<file path="src/rtl/m3inv_pkg.sv">
// Shared types and constants for the 3x3 matrix inverse unit.
package m3inv_pkg;

  localparam int EW = 32;
  localparam int FB = 16;

  typedef struct packed {
    logic signed [EW-1:0] a00;
    logic signed [EW-1:0] a01;
    logic signed [EW-1:0] a02;
    logic signed [EW-1:0] a10;
    logic signed [EW-1:0] a11;
    logic signed [EW-1:0] a12;
    logic signed [EW-1:0] a20;
    logic signed [EW-1:0] a21;
    logic signed [EW-1:0] a22;
  } m3inv_in_t;

  typedef struct packed {
    logic signed [EW-1:0] inv00;
    logic signed [EW-1:0] inv01;
    logic signed [EW-1:0] inv02;
    logic signed [EW-1:0] inv10;
    logic signed [EW-1:0] inv11;
    logic signed [EW-1:0] inv12;
    logic signed [EW-1:0] inv20;
    logic signed [EW-1:0] inv21;
    logic signed [EW-1:0] inv22;
    logic                 ok;
  } m3inv_out_t;

  // Product of two entries, and adjugate entry (difference of two products).
  localparam int PW = 2 * EW;
  localparam int AW = PW + 1;
  // Determinant: sum of three entry-by-adjugate products.
  localparam int DW = EW + AW + 2;
  // Numerator magnitude: |adj| << 2*FB.
  localparam int NW = AW + 2 * FB;

  // Queue entry between the front and back parts.
  typedef struct packed {
    logic signed [8:0][AW-1:0] adj;
    logic signed [DW-1:0]      det;
  } m3inv_job_t;

endpackage

</file>
<file path="src/rtl/m3inv_queue.sv">
// Two-entry queue between front and back parts.
module m3inv_queue
  import m3inv_pkg::*;
(
  input  logic       clk,
  input  logic       rst,
  input  logic       wr_valid,
  output logic       wr_ready,
  input  m3inv_job_t wr_data,
  output logic       rd_valid,
  input  logic       rd_ready,
  output m3inv_job_t rd_data
);

  m3inv_job_t mem [2];
  logic       wp, rp;
  logic [1:0] cnt;
  logic       wr_go, rd_go;

  assign wr_ready = (cnt != 2'd2);
  assign rd_valid = (cnt != 2'd0);
  assign rd_data  = mem[rp];
  assign wr_go    = wr_valid && wr_ready;
  assign rd_go    = rd_valid && rd_ready;

  always_ff @(posedge clk) begin
    if (wr_go) mem[wp] <= wr_data;
    if (rst) begin
      wp  <= 1'b0;
      rp  <= 1'b0;
      cnt <= '0;
    end else begin
      if (wr_go) wp <= ~wp;
      if (rd_go) rp <= ~rp;
      cnt <= cnt + {1'b0, wr_go} - {1'b0, rd_go};
    end
  end

endmodule

</file>
<file path="config.mk">
export PLATFORM = sky130hd
export DESIGN_NAME = m3inv_queue
export DESIGN_NICKNAME = d
export VERILOG_FILES = /design/src/rtl/m3inv_pkg.sv /design/src/rtl/m3inv_queue.sv
export SDC_FILE = /design/constraint.sdc
export NUM_CORES = 1
export LEC_CHECK = 0
export BUFFER_PORTS_ARGS = -buffer_cell sky130_fd_sc_hd__buf_4
export CAP_MARGIN = 20
export CORE_AREA = 3 3 528 530
export CTS_BUF_LIST = sky130_fd_sc_hd__clkbuf_16
export CTS_CLUSTER_DIAMETER = 150
export CTS_CLUSTER_SIZE = 14
export DETAILED_ROUTE_END_ITERATION = 12
export DIE_AREA = 0 0 531 533
export GPL_ROUTABILITY_DRIVEN = 1
export SYNTH_ARGS = -nofsm -noshare
export SYNTH_HDL_FRONTEND = slang
export SYNTH_SLANG_ARGS = --single-unit
</file>
<file path="constraint.sdc">
create_clock -name clk -period 76.9 [get_ports clk]
set_input_delay 15.38 -clock clk [delete_from_list [all_inputs] [get_ports clk]]
set_output_delay 15.38 -clock clk [all_outputs]
set_load 0.1 [all_outputs]
</file>
# Word level (Yosys, flattened, before mapping)
# Memory sizes are Yosys's and may differ from the RTL's. A register that Yosys moved wholly into a read port is not among the register bits.
# Cells that the tools add are included.
# word_totals
register_bits	4
latchBits	0
mem_bits_rw	1368
mem_bits_ro	0
inputBits	688
output_inout_bits	686
word_cells	16
mem_count	1
# memory_table
name	depth	word_bits	rd	rd_clocked_by_memory_dff	write_ports	line	source
mem	2	684	1	1	1	m3inv_queue.sv:15	m3inv_job_t mem [2];
# classes
addsub	2
n_mul	0
n_div	0
magnitude_cmp	0
n_eq_ne	1
n_shift	0
mux	4
n_bitwise	2
reduce_logical	3
# op_table
cell	count
$mux 1	4
$add 2x1->2	1
$logic_and 1x1->1	2
$ne 2x2->1 const B	1
$not 1->1	2
$reduce_bool 2->1	1
$sub 2x1->2	1

# Longest topological paths before layout
# Gate-level depths: netlist (run 1).
# logic_depth
ltp_word	4
ltp_mapped	8
ltp_nobuf	8

# Worst setup path before layout (run 1)
# OpenSTA, ideal clock, no wires.
# synth_path
kind	in2reg
startpoint	input port wr_valid
endpoint	memory mem[0][0] (netlist bit) (enable)
setup_ns	1.754
t_arrival_ns	43.828
t_required_ns	75.146
path_slack_ns	31.318
cell_stages	2
n_path_buf	0
cell_sequence	nand2_1 nor2_1
# synth_between
elab_chain_cells	3
# synth_lines
element	line	source
start, declared	m3inv_queue.sv:7	input logic wr_valid,
$logic_and 1x1->1	m3inv_queue.sv:23	assign wr_go = wr_valid && wr_ready;
$mux 1	m3inv_queue.sv:27	if (wr_go) mem[wp] <= wr_data;
$mux 1 (implied by the code)	m3inv_queue.sv:27	
end, declared	m3inv_queue.sv:15	
# No other way between the ends.

==> results of run 1 <==
## cell usage in the layout (no fill, tap or decap), drive strengths merged, types with 2 or more instances in the layout
| cell type | count |
|---|---|
| mux2 | 685 |
| nor2b | 2 |
| xnor2 | 2 |
| edfxtp | 1368 |
| clkinv | 4 |
| nor2 | 5 |
| ha | 2 |
| buf | 1402 |
| inv | 17 |
| clkbuf | 113 |
| diode | 15 |
| dfxtp | 5 |
## sequential cells by signal (all words and copies together), names as in the netlist, named ones only
signal,flops
cnt,2
mem,1368
rp,1
wp,1
## per-stage QoR
| step | setup slack, ps | utilization [%] |
|---|---|---|
| CTS | 55160 | 24.5 |
| global route | 54960 | 24.5 |
| finish | 55390 | 24.5 |
| global placement | 56300 | 23.4 |
| detailed placement | 56090 | 23.4 |
| floorplan | 31320 | - |
## where the power goes
group | switching (mW) | internal [mW] | total [mW]
logic | 1.06 | 0.276 | 1.33
registers | 0.0218 | 0.940 | 0.962
clock network | 0.254 | 0.265 | 0.518
total | 1.33 | 1.48 | 2.81
## kinds of logic after synthesis
kind of cell | after synthesis | share of synthesized area (%)
buffers and inverters | 77 | 1.85
xor gates and xnor gates | 3 | 0.0526
adders and majority gates | 2 | 0.0501
muxes | 685 | 15.4
AOI/OAI and AO/OA | 1 | 0.0150
DFF | 1373 | 82.5
and+or+nand+nor | 11 | 0.108
## critical path, cell delays in order, from the launching register on
cell	delay, ps
dfxtp_4	630
buf_4	770
buf_4	780
buf_4	800
buf_4	630
buf_4	810
mux2_2	430
buf_4	240
## final cells by class
cell class	count	share of cell area [%]
Sequential cell	1373	61.3
Timing Repair Buffer	1402	15.7
Multi-Input combinational cell	702	11.7
Tap cell	3589	6.69
Clock buffer	113	4.21
Clock inverter	21	0.296
Antenna cell	15	0.0559
Inverter	1	0.00559
## cell usage after synthesis
cell type,number
edfxtp_1,1368
buf_2,2
nor2b_1,2
clkbuf_8,30
xor2_1,1
xnor2_1,2
dfxtp_1,5
inv_1,1
nor2_1,5
mux2_2,685
buf_6,44
nand2_1,1
and3_1,1
ha_1,2
o21a_1,1
nand2b_1,1
or2_2,1
## metal layers
layer  part of all wire [%]  wire [um]  global-route usage [%]  up-vias
li1                       -          -                       -    11400
met1                     35      60100                    12.0    13300
met2                     49      84300                    19.9     1295
met3                     12      20500                    5.48      274
met4                    3.1       5220                    3.22       38
met5                   0.15        258                       0        -
## final timing paths
kind | from | end | cells after the start
worst min-delay path | rp | rp | 2
worst min register to register | rp | rp | 2
worst max register to register | cnt[0] | mem[1][219] | 6
worst max-delay path | flop | rd_data[180] | 7
==> results.cfg, run 1 <==
[detailed_routing]
vias = 26400
drc = 0
routed_wl_um = 170000
antenna_left = 0
firstDrtPassIters = 5
via_per_inst = 3.65
detail_route.wl_per_cell_um = 23.6
drt_iter0_drc = 1660

[critical_path]
critPathArrivalTime_ps = 6130
worst_setup_path_end_kind = output port
startpoint_type = flop
path_max_fanout = 78
r2r_setup_slack_ps = 72050
worstPathRequired_ps = 61520
path_class = flop to output port

[synth]
yosysUniqueCellTypes = 17
syn_inst = 2152
yosysSeqAreaShare_pct = 82.5
yosysWarnings = 0
netlist_area_mm2 = 0.0499
synth_seq_cells = 1373
synth_top_area_share_pct = 82.3
avgSynthCellArea_um2 = 23.2
syn_nets = 2842
synth_area_leaders = edfxtp_1, mux2_2, buf_6
yosysTopAreaCell = edfxtp_1

[cts]
cts_sinks = 1373
h-tree-depth = 3
cts_tree = built
cts.path.max_buffers = 4
hold_buffers = 0
clk-insertion-delay-late_ps = 850
post_cts_buffers = 0
cts_repair_resize_count = 0
cts_made_buffers = 113
clk_pin_slew_worst_paths_ps = 70
cts_root_buf = clkbuf_16

[sta]
fin_skew_ps = 54.7
fin_crit_ps = 21510
tightest_slew_ps = 972
final_min_period_over_clock_period_pct = 28.0
hold_viol_final = 0
max_freq_ghz = 0.0465
finalMaxSlewViolations = 0
relSlewSlack_pct = 35.2
hold_ws_ps = 512
setup_tns_ps = 0
setup_violations = 0
rsz0062_at_grt = false

[die]
die-area_mm2 = 0.283
ios = 1374
die_w_um = 531
placementRows = 192
core-area_mm2 = 0.274
start_util_pct = 18.2
die_h_um = 533

[cells_and_area]
syn_to_final_growth_pct = 34.5
final_area_mm2 = 0.0672
n_fill_cell = 28100
multiInputGateArea_mm2 = 0.00784
instances_no_fill = 7216
seq_area_mm2 = 0.0412
fin_nets = 4283
final_layout_size_suffix_gt1_share_pct = 61.2

[power]
p_per_area_mw_per_mm2 = 41.9
leakage_nw = 23.7
total_power_mw = 2.81
vdd_ir_drop_max_mv = 0.0292

[worst_hold_path]
hp-class = flop to flop

[grt]
grt-ovfl-total = 0
first_global_vias = 27400
grt_first_pass_wirelength_um = 225000
grt_max_degree = 149
antenna_found_initial = 63
grt_usage_pct = 11.3

[placement]
place.gp.congestion = 0.854
dp.final_hpwl_um = 133000
dpl-instance-area_mm2 = 0.0641
place_inst = 7067
numPortBuffers = 1373

[job]
maxCapViolations = 0

[run_status]
status = finished clean
(Power assumes the default switching activity.)
==> run 2, diff against run 1 <==
- clock period: 76.9 -> 17.8 ns (I/O delays scaled with it)
==> results.cfg, run 2 (synthesis results as in run 1) <==
[sta]
hold_viol_final = 0
setup_violations = 0
max_freq_ghz = 0.125
fin_crit_ps = 8030
rsz0062_at_grt = false
finalMaxSlewViolations = 0
relSlewSlack_pct = 27.4
fin_skew_ps = 25.3
setup_tns_ps = 0
final_min_period_over_clock_period_pct = 45.1
tightest_slew_ps = 1090

[detailed_routing]
detail_route.wl_per_cell_um = 26.3
drc = 0
vias = 26900
antenna_left = 0
drt_iter0_drc = 2033
via_per_inst = 3.73
routed_wl_um = 190000
firstDrtPassIters = 5

[grt]
grt-ovfl-total = 0
first_global_vias = 27300
grt_usage_pct = 12.7
grt_first_pass_wirelength_um = 245000
grt_max_degree = 139
antenna_found_initial = 123

[cts]
cts_repair_resize_count = 0
hold_buffers = 0
h-tree-depth = 3
cts.path.max_buffers = 4
post_cts_buffers = 0
cts_sinks = 1373
cts_root_buf = clkbuf_16
clk_pin_slew_worst_paths_ps = 70
cts_made_buffers = 114
cts_tree = built
clk-insertion-delay-late_ps = 820

[cells_and_area]
final_layout_size_suffix_gt1_share_pct = 61.3
largest_register_ffs = 1368
reg_top3 = mem (1368), cnt (2)
fin_nets = 4283
n_fill_cell = 27900
final_util_pct = 24.5
final_common_cell = buf_4
syn_to_final_growth_pct = 34.6
final_cell_mix = buf_4, edfxtp_1, mux2_2, clkbuf_16, inv_1
top_register = mem

[critical_path]
worst_setup_path_end_kind = output port
startpoint_type = flop
path_max_fanout = 132
path_class = flop to output port
worstPathRequired_ps = 14240
critPathArrivalTime_ps = 4470

[worst_hold_path]
hp-class = flop to flop

[placement]
place.gp.congestion = 0.926
numPortBuffers = 1373
dp.final_hpwl_um = 151000

[die]
start_util_pct = 18.2
ios = 1374
die-area_mm2 = 0.283
core-area_mm2 = 0.274
die_w_um = 531
die_h_um = 533
placementRows = 192

[power]
p_per_area_mw_per_mm2 = 182
vdd_ir_drop_max_mv = 0.131
leakage_nw = 23.7

[run_status]
status = finished clean

[job]
maxCapViolations = 0
==> run 2: changes by cell type in the layout (fill, tap and decap cells not counted), moves of 2 or more <==
cell and change:
diode_2 +2, buf_12 +2, clkbuf_16 +2, buf_4 -4
==> run 2: layer usage <==
layer	share of wire [%]	global-route usage, %
met1	35	13.6
met4	3.9	4.27
met3	13	6.51
met2	48	21.4
met5	0.32	0
==> run 2: final timing paths <==
check,start,end,slack [ps],depth (start not counted)
max,flop,rd_data[170],9770,5
min,rp,rp,530,2
max reg2reg,cnt[0],mem[1][568],13490,5
min reg2reg,rp,rp,530,2
==> run 2: critical path, stage by stage, from the launching register on <==
cell     delay [ps]
dfxtp_4         600
buf_12          610
buf_4           720
buf_4           780
mux2_2          430
buf_4           240
==> run 2: power breakdown <==
group	leakage, nW	internal [mW]	switching [mW]
logic	9.32	1.20	4.61
clock network	1.54	1.15	1.11
registers	12.8	4.06	0.100
==> run 2: final cells by class <==
| type | count | area, um2 | share of cell area, % |
|---|---|---|---|
| Inverter | 1 | 3.75 | 0.00558 |
| Antenna cell | 17 | 42.5 | 0.0633 |
| Timing Repair Buffer | 1401 | 10600 | 15.8 |
| Sequential cell | 1373 | 41200 | 61.3 |
| Clock buffer | 115 | 2880 | 4.28 |
| Clock inverter | 21 | 168 | 0.249 |
| Tap cell | 3589 | 4490 | 6.68 |
| Multi-Input combinational cell | 702 | 7840 | 11.7 |
==> run 2: through the flow <==
stage          cells  cell area (um2)  power (mW)  hold WS (ps)  worst slack [ps]
2_1_floorplan   2152            49900        8.88           481              3520
3_3_place_gp    7065            64100        10.1           499             10520
3_5_place_dp    7065            64100        10.1           509             10460
4_1_cts         7201            67100        12.4           530              9610
5_1_grt         7209            67200        12.6           625              9530
6_report        7219            67200        12.2           528              9770
