<file path="src/rtl/m3inv_pkg.sv">
// Shared types and constants for the 3x3 matrix inverse unit.
package m3inv_pkg;

  localparam int EW = 32;
  localparam int FB = 16;

  typedef struct packed {
    logic signed [EW-1:0] a00;
    logic signed [EW-1:0] a01;
    logic signed [EW-1:0] a02;
    logic signed [EW-1:0] a10;
    logic signed [EW-1:0] a11;
    logic signed [EW-1:0] a12;
    logic signed [EW-1:0] a20;
    logic signed [EW-1:0] a21;
    logic signed [EW-1:0] a22;
  } m3inv_in_t;

  typedef struct packed {
    logic signed [EW-1:0] inv00;
    logic signed [EW-1:0] inv01;
    logic signed [EW-1:0] inv02;
    logic signed [EW-1:0] inv10;
    logic signed [EW-1:0] inv11;
    logic signed [EW-1:0] inv12;
    logic signed [EW-1:0] inv20;
    logic signed [EW-1:0] inv21;
    logic signed [EW-1:0] inv22;
    logic                 ok;
  } m3inv_out_t;

  // Product of two entries, and adjugate entry (difference of two products).
  localparam int PW = 2 * EW;
  localparam int AW = PW + 1;
  // Determinant: sum of three entry-by-adjugate products.
  localparam int DW = EW + AW + 2;
  // Numerator magnitude: |adj| << 2*FB.
  localparam int NW = AW + 2 * FB;

  // Queue entry between the front and back parts.
  typedef struct packed {
    logic signed [8:0][AW-1:0] adj;
    logic signed [DW-1:0]      det;
  } m3inv_job_t;

endpackage

</file>
<file path="src/rtl/m3inv_back.sv">
// Back part: up to nine restoring divisions sharing one bit-serial divider.
module m3inv_back
  import m3inv_pkg::*;
(
  input  logic       clk,
  input  logic       rst,
  input  logic       job_valid,
  output logic       job_ready,
  input  m3inv_job_t job,
  output logic       out_valid,
  input  logic       out_ready,
  output m3inv_out_t out_data
);

  localparam logic [1:0] ST_IDLE = 2'd0;
  localparam logic [1:0] ST_LOAD = 2'd1;
  localparam logic [1:0] ST_DIV  = 2'd2;
  localparam logic [1:0] ST_OUT  = 2'd3;
  localparam int QW  = NW;
  localparam int CW  = $clog2(NW + 1);

  logic [1:0] state;
  logic [3:0] idx;
  logic [CW-1:0] bitcnt;
  logic signed [8:0][AW-1:0] adj;
  logic [DW-1:0] dmag;
  logic dneg, nneg, bad;
  logic [NW-1:0] num;
  logic [DW:0] rem;
  logic [QW-1:0] quo;
  logic signed [8:0][EW-1:0] res;
  logic [DW:0] rsh, rsub;
  logic [AW-1:0] amag;
  logic qneg, ovf;
  logic [QW-1:0] lim;

  assign rsh  = {rem[DW-1:0], num[NW-1]};
  assign rsub = rsh - {1'b0, dmag};
  assign amag = adj[idx][AW-1] ? (~adj[idx] + AW'(1)) : adj[idx];
  assign qneg = nneg ^ dneg;
  assign lim  = QW'(1) << (EW - 1);
  assign ovf  = qneg ? (quo > lim) : (quo >= lim);

  assign job_ready = (state == ST_IDLE);
  assign out_valid = (state == ST_OUT);

  always_comb begin
    out_data.inv00 = bad ? '0 : res[0];
    out_data.inv01 = bad ? '0 : res[1];
    out_data.inv02 = bad ? '0 : res[2];
    out_data.inv10 = bad ? '0 : res[3];
    out_data.inv11 = bad ? '0 : res[4];
    out_data.inv12 = bad ? '0 : res[5];
    out_data.inv20 = bad ? '0 : res[6];
    out_data.inv21 = bad ? '0 : res[7];
    out_data.inv22 = bad ? '0 : res[8];
    out_data.ok    = ~bad;
  end

  always_ff @(posedge clk) begin
    if (rst) begin
      state <= ST_IDLE;
      idx   <= '0;
      bad   <= 1'b0;
    end else begin
      unique case (state)
        ST_IDLE: if (job_valid) begin
          adj   <= job.adj;
          dneg  <= job.det[DW-1];
          dmag  <= job.det[DW-1] ? (~job.det + DW'(1)) : job.det;
          bad   <= (job.det == '0);
          idx   <= '0;
          state <= (job.det == '0) ? ST_OUT : ST_LOAD;
        end
        ST_LOAD: begin
          nneg   <= adj[idx][AW-1];
          num    <= {amag, {(2 * FB){1'b0}}};
          rem    <= '0;
          quo    <= '0;
          bitcnt <= CW'(NW);
          state  <= ST_DIV;
        end
        ST_DIV: begin
          if (bitcnt != '0) begin
            num    <= num << 1;
            bitcnt <= bitcnt - CW'(1);
            if (!rsub[DW]) begin
              rem <= rsub;
              quo <= {quo[QW-2:0], 1'b1};
            end else begin
              rem <= rsh;
              quo <= {quo[QW-2:0], 1'b0};
            end
          end else begin
            res[idx] <= qneg ? EW'(~quo + QW'(1)) : EW'(quo);
            if (ovf) begin
              bad   <= 1'b1;
              state <= ST_OUT;
            end else if (idx == 4'd8) begin
              state <= ST_OUT;
            end else begin
              idx   <= idx + 4'd1;
              state <= ST_LOAD;
            end
          end
        end
        ST_OUT: if (out_ready) state <= ST_IDLE;
        default: state <= ST_IDLE;
      endcase
    end
  end

endmodule

</file>
<file path="config.mk">
export PLATFORM = sky130hd
export DESIGN_NAME = m3inv_back
export DESIGN_NICKNAME = d
export VERILOG_FILES = /design/src/rtl/m3inv_pkg.sv /design/src/rtl/m3inv_back.sv
export SDC_FILE = /design/constraint.sdc
export NUM_CORES = 2
export LEC_CHECK = 0
export ABC_AREA = 0
export BUFFER_PORTS_ARGS = -buffer_cell sky130_fd_sc_hd__buf_2
export CAP_MARGIN = 40
export CORE_AREA = 4 4 379 381
export CTS_BUF_LIST = sky130_fd_sc_hd__clkbuf_2 sky130_fd_sc_hd__clkbuf_4 sky130_fd_sc_hd__clkbuf_8
export CTS_CLUSTER_SIZE = 10
export DETAILED_ROUTE_END_ITERATION = 12
export DIE_AREA = 0 0 383 385
export PLACE_DENSITY_LB_ADDON = 0.25
export SYNTH_ARGS = -nofsm -noshare
export SYNTH_HDL_FRONTEND = slang
export SYNTH_SLANG_ARGS = --single-unit
</file>
<file path="constraint.sdc">
create_clock -name clk -period 130.2 [get_ports clk]
set_clock_uncertainty 0.1 [all_clocks]
set_input_delay 39.06 -clock clk [delete_from_list [all_inputs] [get_ports clk]]
set_output_delay 39.06 -clock clk [all_outputs]
set_load 0.02 [all_outputs]
</file>
Yosys cells after proc, flatten, opt, wreduce, memory -nomap -nowiden
Index checks and enable logic that the tools add are counted.
Widths: inputs -> output; s select.
{ "op_classes": {"n_addsub": 6, "order_cmp": 4, "n_eq_ne": 11, "mux": 44, "bitwise_logic": 7, "reduce_logical": 13} }
{ "ops": {"columns": ["operator", "n"], "rows": [
  ["$pmux 97 s2", 2],
  ["$mux 32", 11],
  ["$bwmux 288", 1],
  ["$bmux 65 s4", 1],
  ["$mux 99", 2],
  ["$pmux 99 s2", 1],
  ["$mux 97", 2],
  ["$mux 65", 2],
  ["$demux 32 s4", 1],
  ["$sub 100x99->100", 1],
  ["$add 99x2->99 const B", 1],
  ["$logic_not 99->1", 1],
  ["$not 99->99", 1],
  ["$mux 98", 1],
  ["$ge 97x32->1 const B", 1],
  ["$gt 97x32->1 const B", 1],
  ["$add 65x1->65 const B", 1],
  ["$not 65->65", 1],
  ["$add 32x1->32 const B", 1],
  ["$not 32->32", 1],
  ["$mux 4", 4],
  ["$pmux 7 s2", 1],
  ["$mux 2", 6],
  ["$ne 2x2->1 const B", 6],
  ["other kinds (23)", 34]
]} }
{ "totals": {"ff_bits": 1281, "in_bits": 688, "output_inout_bits": 291, "wordCells": 114} }

Longest topological paths before layout
{ "logic_depth": {"ltp_word": 6, "mapped_depth": 18, "ltp_nobuf": 16} }

Worst setup path before layout
Ideal clock, no wire load.
{ "synth_timing": {"path_type": "input to register", "start": "in rst", "end": "reg adj[0] (netlist bit) (enable)", "setup_ns": 1.753, "t_arrival_ns": 67.626, "slack_ns": 60.722, "cell_stages": 2, "n_path_buf": 1, "cell_sequence": "clkbuf_1 -> nor2_1"} }
{ "synth_via": {"elab_chain_len": 2} }
{ "synth_lines": {"columns": ["item", "line", "text"], "rows": [
  ["from (decl)", "m3inv_back.sv:6", "input logic rst,"],
  ["$not 1->1 (no line)", null, null],
  ["$reduce_and 3->1 (no line)", null, null],
  ["to (signal assigned)", "m3inv_back.sv:68", "adj <= job.adj;"],
  ["to (decl)", "m3inv_back.sv:25", "logic signed [8:0][AW-1:0] adj;"]
]} }
No other way between the ends.
A chain may end at the register's enable or synchronous reset.

Worst setup path in the final report
{ "layout_timing": {"start": "in job[9] (netlist bit)", "end": "reg dmag[89], data pin"} }
{ "layout_via": {"elab_chain_len": 3} }
{ "layout_lines": {"columns": ["item", "line", "text"], "rows": [
  ["from (decl)", "m3inv_back.sv:9", "input m3inv_job_t job,"],
  ["$not 99->99", "m3inv_back.sv:70", "dmag <= job.det[DW-1] ? (~job.det + DW'(1)) : job.det;"],
  ["$add 99x2->99", "m3inv_back.sv:70", null],
  ["$mux 98", "m3inv_back.sv:70", null],
  ["to (signal assigned)", "m3inv_back.sv:70", null],
  ["to (decl)", "m3inv_back.sv:26", "logic [DW-1:0] dmag;"]
]} }
No other way between the ends.

==> flow_summary.toml <==
[placement]
hpwl_mm = 129
gp_congestion = 0.910
port_buffers = 978
dp_slack_ns = 86.68

[flow_run]
cap_viol_max_count = 0

[detailed_routing]
post_drt_wl_per_cell_um = 23.5
dr.pass1.iters = 5
routed_wl_mm = 177
drt_iter0_markers = 3283
ant_nets = 0
via_count = 40273
drc_errors = 0
vias_per_cell = 5.34

[floorplanning]
initial_core_util = 0.413
dieHeight_um = 385
core_area_mm2 = 0.141
dieArea_mm2 = 0.147
fp-row-count = 138
dieWidth_um = 383
io_pins = 979

[sta]
fin_setup_tns_ns = 0
rsz0062_at_grt = "false"
worstMarginPinSlew_ns = 1.27
layout_setup_ws_ns = 87.60
drv_slew = 0
relSlewSlack = 0.154
final_hold_viol_count = 0
fmax_mhz = 23.5
min_period_ns = 42.60
setup_viol = 0
fin_crit_sh = 0.327

[synthesis]
syn_nets = 5229
synth_edf_count = 1242
ys_top_cells_by_area = "edfxtp_1 (64%), nor2b_1 (3.2%), xnor2_1 (3.0%), mux2i_1 (2.6%), a21oi_1 (2.4%)"
yosysMostFrequentCell = "edfxtp_1"
synthFlopType = "edfxtp_1"
synth_area_mm2 = 0.0580
yosys.area.top_type = "edfxtp_1"
ys_ff_latch = 1249
yosysSeqAreaShare = 0.645
synth.cells.most_frequent = "edfxtp_1 (1,242), nand2_1 (354), nor2b_1 (301)"
netlist_instances = 4429
syn_area_per_cell_um2 = 13.1
async_reset_ff_frac = 0
synth_warnings = 0
synth.distinct_cells = 77
yosysTopAreaCellShare = 0.643

[power]
power.share.clock = 0.264
ir_worst_vdd_mv = 0.0122
switchingPower_uw = 455
internal_power_uw = 845
power_frac_seq = 0.431
swShare = 0.350
leakagePower_uw = 0.0254
pwr-share-comb = 0.305
power.density_mw_per_mm2 = 18.7

[layout]
area.growth.synth_to_final_pct = 19.8
nets = 6257
drive_above_1_share = 0.276

[clocking]
cts_buffer_depth = 3
cts_resized = 0
cts_tree = "done"
cts.clk_slew.worst_paths_ns = 0.07
clk_latency_ns = 0.92
cts_setup_buffers = 0
cts.sinks = 1249
hold_buffers = 0
htree_levels = 4
cts_buffers = 207
cts-root-buf = "clkbuf_8"

[setup_path]
path_class = "input port to register"
cp-start-kind = "input port"
arrival_ns = 43.15
crit_required_ns = 130.75
end_kind = "register"
crit_fanout = 6

[global_routing]
grt_max_degree = 172
grt_usage = 0.232
grt_pass1_wl_mm = 255
antenna_found_initial = 59
grt_overflow_total = 0
grt_pass1_vias = 39822

[run_status]
status = "completed"

[hold_path]
min_path_type = "register to register"
## flip-flops by register name, summed over array words and instances, names as in the netlist, 2 cells and up
| signal | count |
|---|---|
| bitcnt | 7 |
| res | 288 |
| state | 2 |
| rem | 99 |
| adj | 585 |
| quo | 97 |
| num | 65 |
| dmag | 99 |
| idx | 4 |
## layout make-up
class                           instances  area [um^2]
Tap cell                             1890         2360
Timing Repair Buffer                 1058         5790
Multi-Input combinational cell       2789        19200
Inverter                              152          573
Sequential cell                      1249        37500
Fill cell                           12565        71000
Antenna cell                           32         80.1
Clock buffer                          271         3330
Clock inverter                        101          728
## power groups by stage
stage	Sequential, uW	Clock [uW]	Combinational (uW)
after floorplan	608	0	265
after global placement	568	0	384
after detailed placement	568	0	397
after CTS	561	351	399
after global routing	565	370	435
final	560	342	397
## worst paths after layout
path / from / end / slack [ns] / cells past startpoint
hold reg to reg: rem[78] / rem[79] / 0.41 / 1
setup / recovery: job[9] / dmag[89] / 87.60 / 12
hold / removal: rem[78] / rem[79] / 0.41 / 1
setup reg to reg: idx[0] / num[93] / 123.62 / 13
## kinds of logic (layout without fill, tap and decap cells)
family | count (synthesis) | count (layout) | share of synthesized area
mux | 258 | 258 | 0.0536
xor+xnor | 291 | 291 | 0.0439
other cells | 0 | 32 | 0
flops | 1249 | 1249 | 0.645
fa+ha+maj | 112 | 112 | 0.0243
compound gates | 900 | 900 | 0.0976
simple gates | 1228 | 1228 | 0.110
buf+inv | 391 | 1582 | 0.0260
## through the flow
step	std cells	total power, uW	utilization	hold WS [ns]	instance area [um^2]
after floorplan	4429	873	-	0.400	58000
final	7542	1300	0.495	0.413	69500
after CTS	7510	1310	0.494	0.423	69400
after global routing	7528	1370	0.494	0.442	69500
after global placement	7107	953	0.462	0.403	64900
after detailed placement	7138	965	0.465	0.414	65400
## metal layers
layer,up-vias,track usage,share of wire
met1,19689,0.297,0.41
met3,315,0.0482,0.068
met5,-,0,0.0011
met4,26,0.0771,0.030
met2,1604,0.393,0.49
li1,18639,-,-
## layout by cell type, fill, tap and decap left out, types with 18 or more instances in the layout
cell type | synthesis | layout
nand3_1 | 43 | 43
inv_1 | 151 | 150
nand2_1 | 354 | 353
a211oi_1 | 24 | 24
nor4_1 | 33 | 32
mux2i_1 | 151 | 151
mux2_2 | 72 | 72
o31ai_1 | 48 | 48
or4_1 | 18 | 18
ha_1 | 111 | 110
o21bai_1 | 22 | 22
buf_4 | 3 | 60
clkbuf_8 | 0 | 207
buf_2 | 22 | 979
o22ai_1 | 39 | 39
nor3_1 | 47 | 47
o21ai_0 | 206 | 206
clkinv_2 | 0 | 25
xor2_1 | 91 | 90
o41ai_1 | 21 | 21
edfxtp_1 | 1242 | 1242
or3_1 | 34 | 34
diode_2 | 0 | 32
a2bb2oi_1 | 21 | 21
or2_2 | 17 | 18
a21o_1 | 52 | 52
a22oi_1 | 38 | 38
xnor2_1 | 200 | 199
a21oi_1 | 283 | 283
nor2b_1 | 301 | 298
nand4_1 | 53 | 53
clkbuf_4 | 0 | 64
mux4_2 | 35 | 35
nor2_1 | 168 | 164
and2_1 | 102 | 102
o221ai_1 | 40 | 40
clkinv_1 | 1 | 55
## worst max-delay path: stages
cell     delay [ns]
buf_2          0.11
or4_1          0.76
nor3_2         0.30
nand4_1        0.26
or3_4          0.47
or4_1          0.44
or4_4          0.44
or2_4          0.27
or3_4          0.38
or3_4          0.38
o31ai_4        0.18
xnor2_1        0.08
Note: power is estimated with default switching activity, not from simulation.
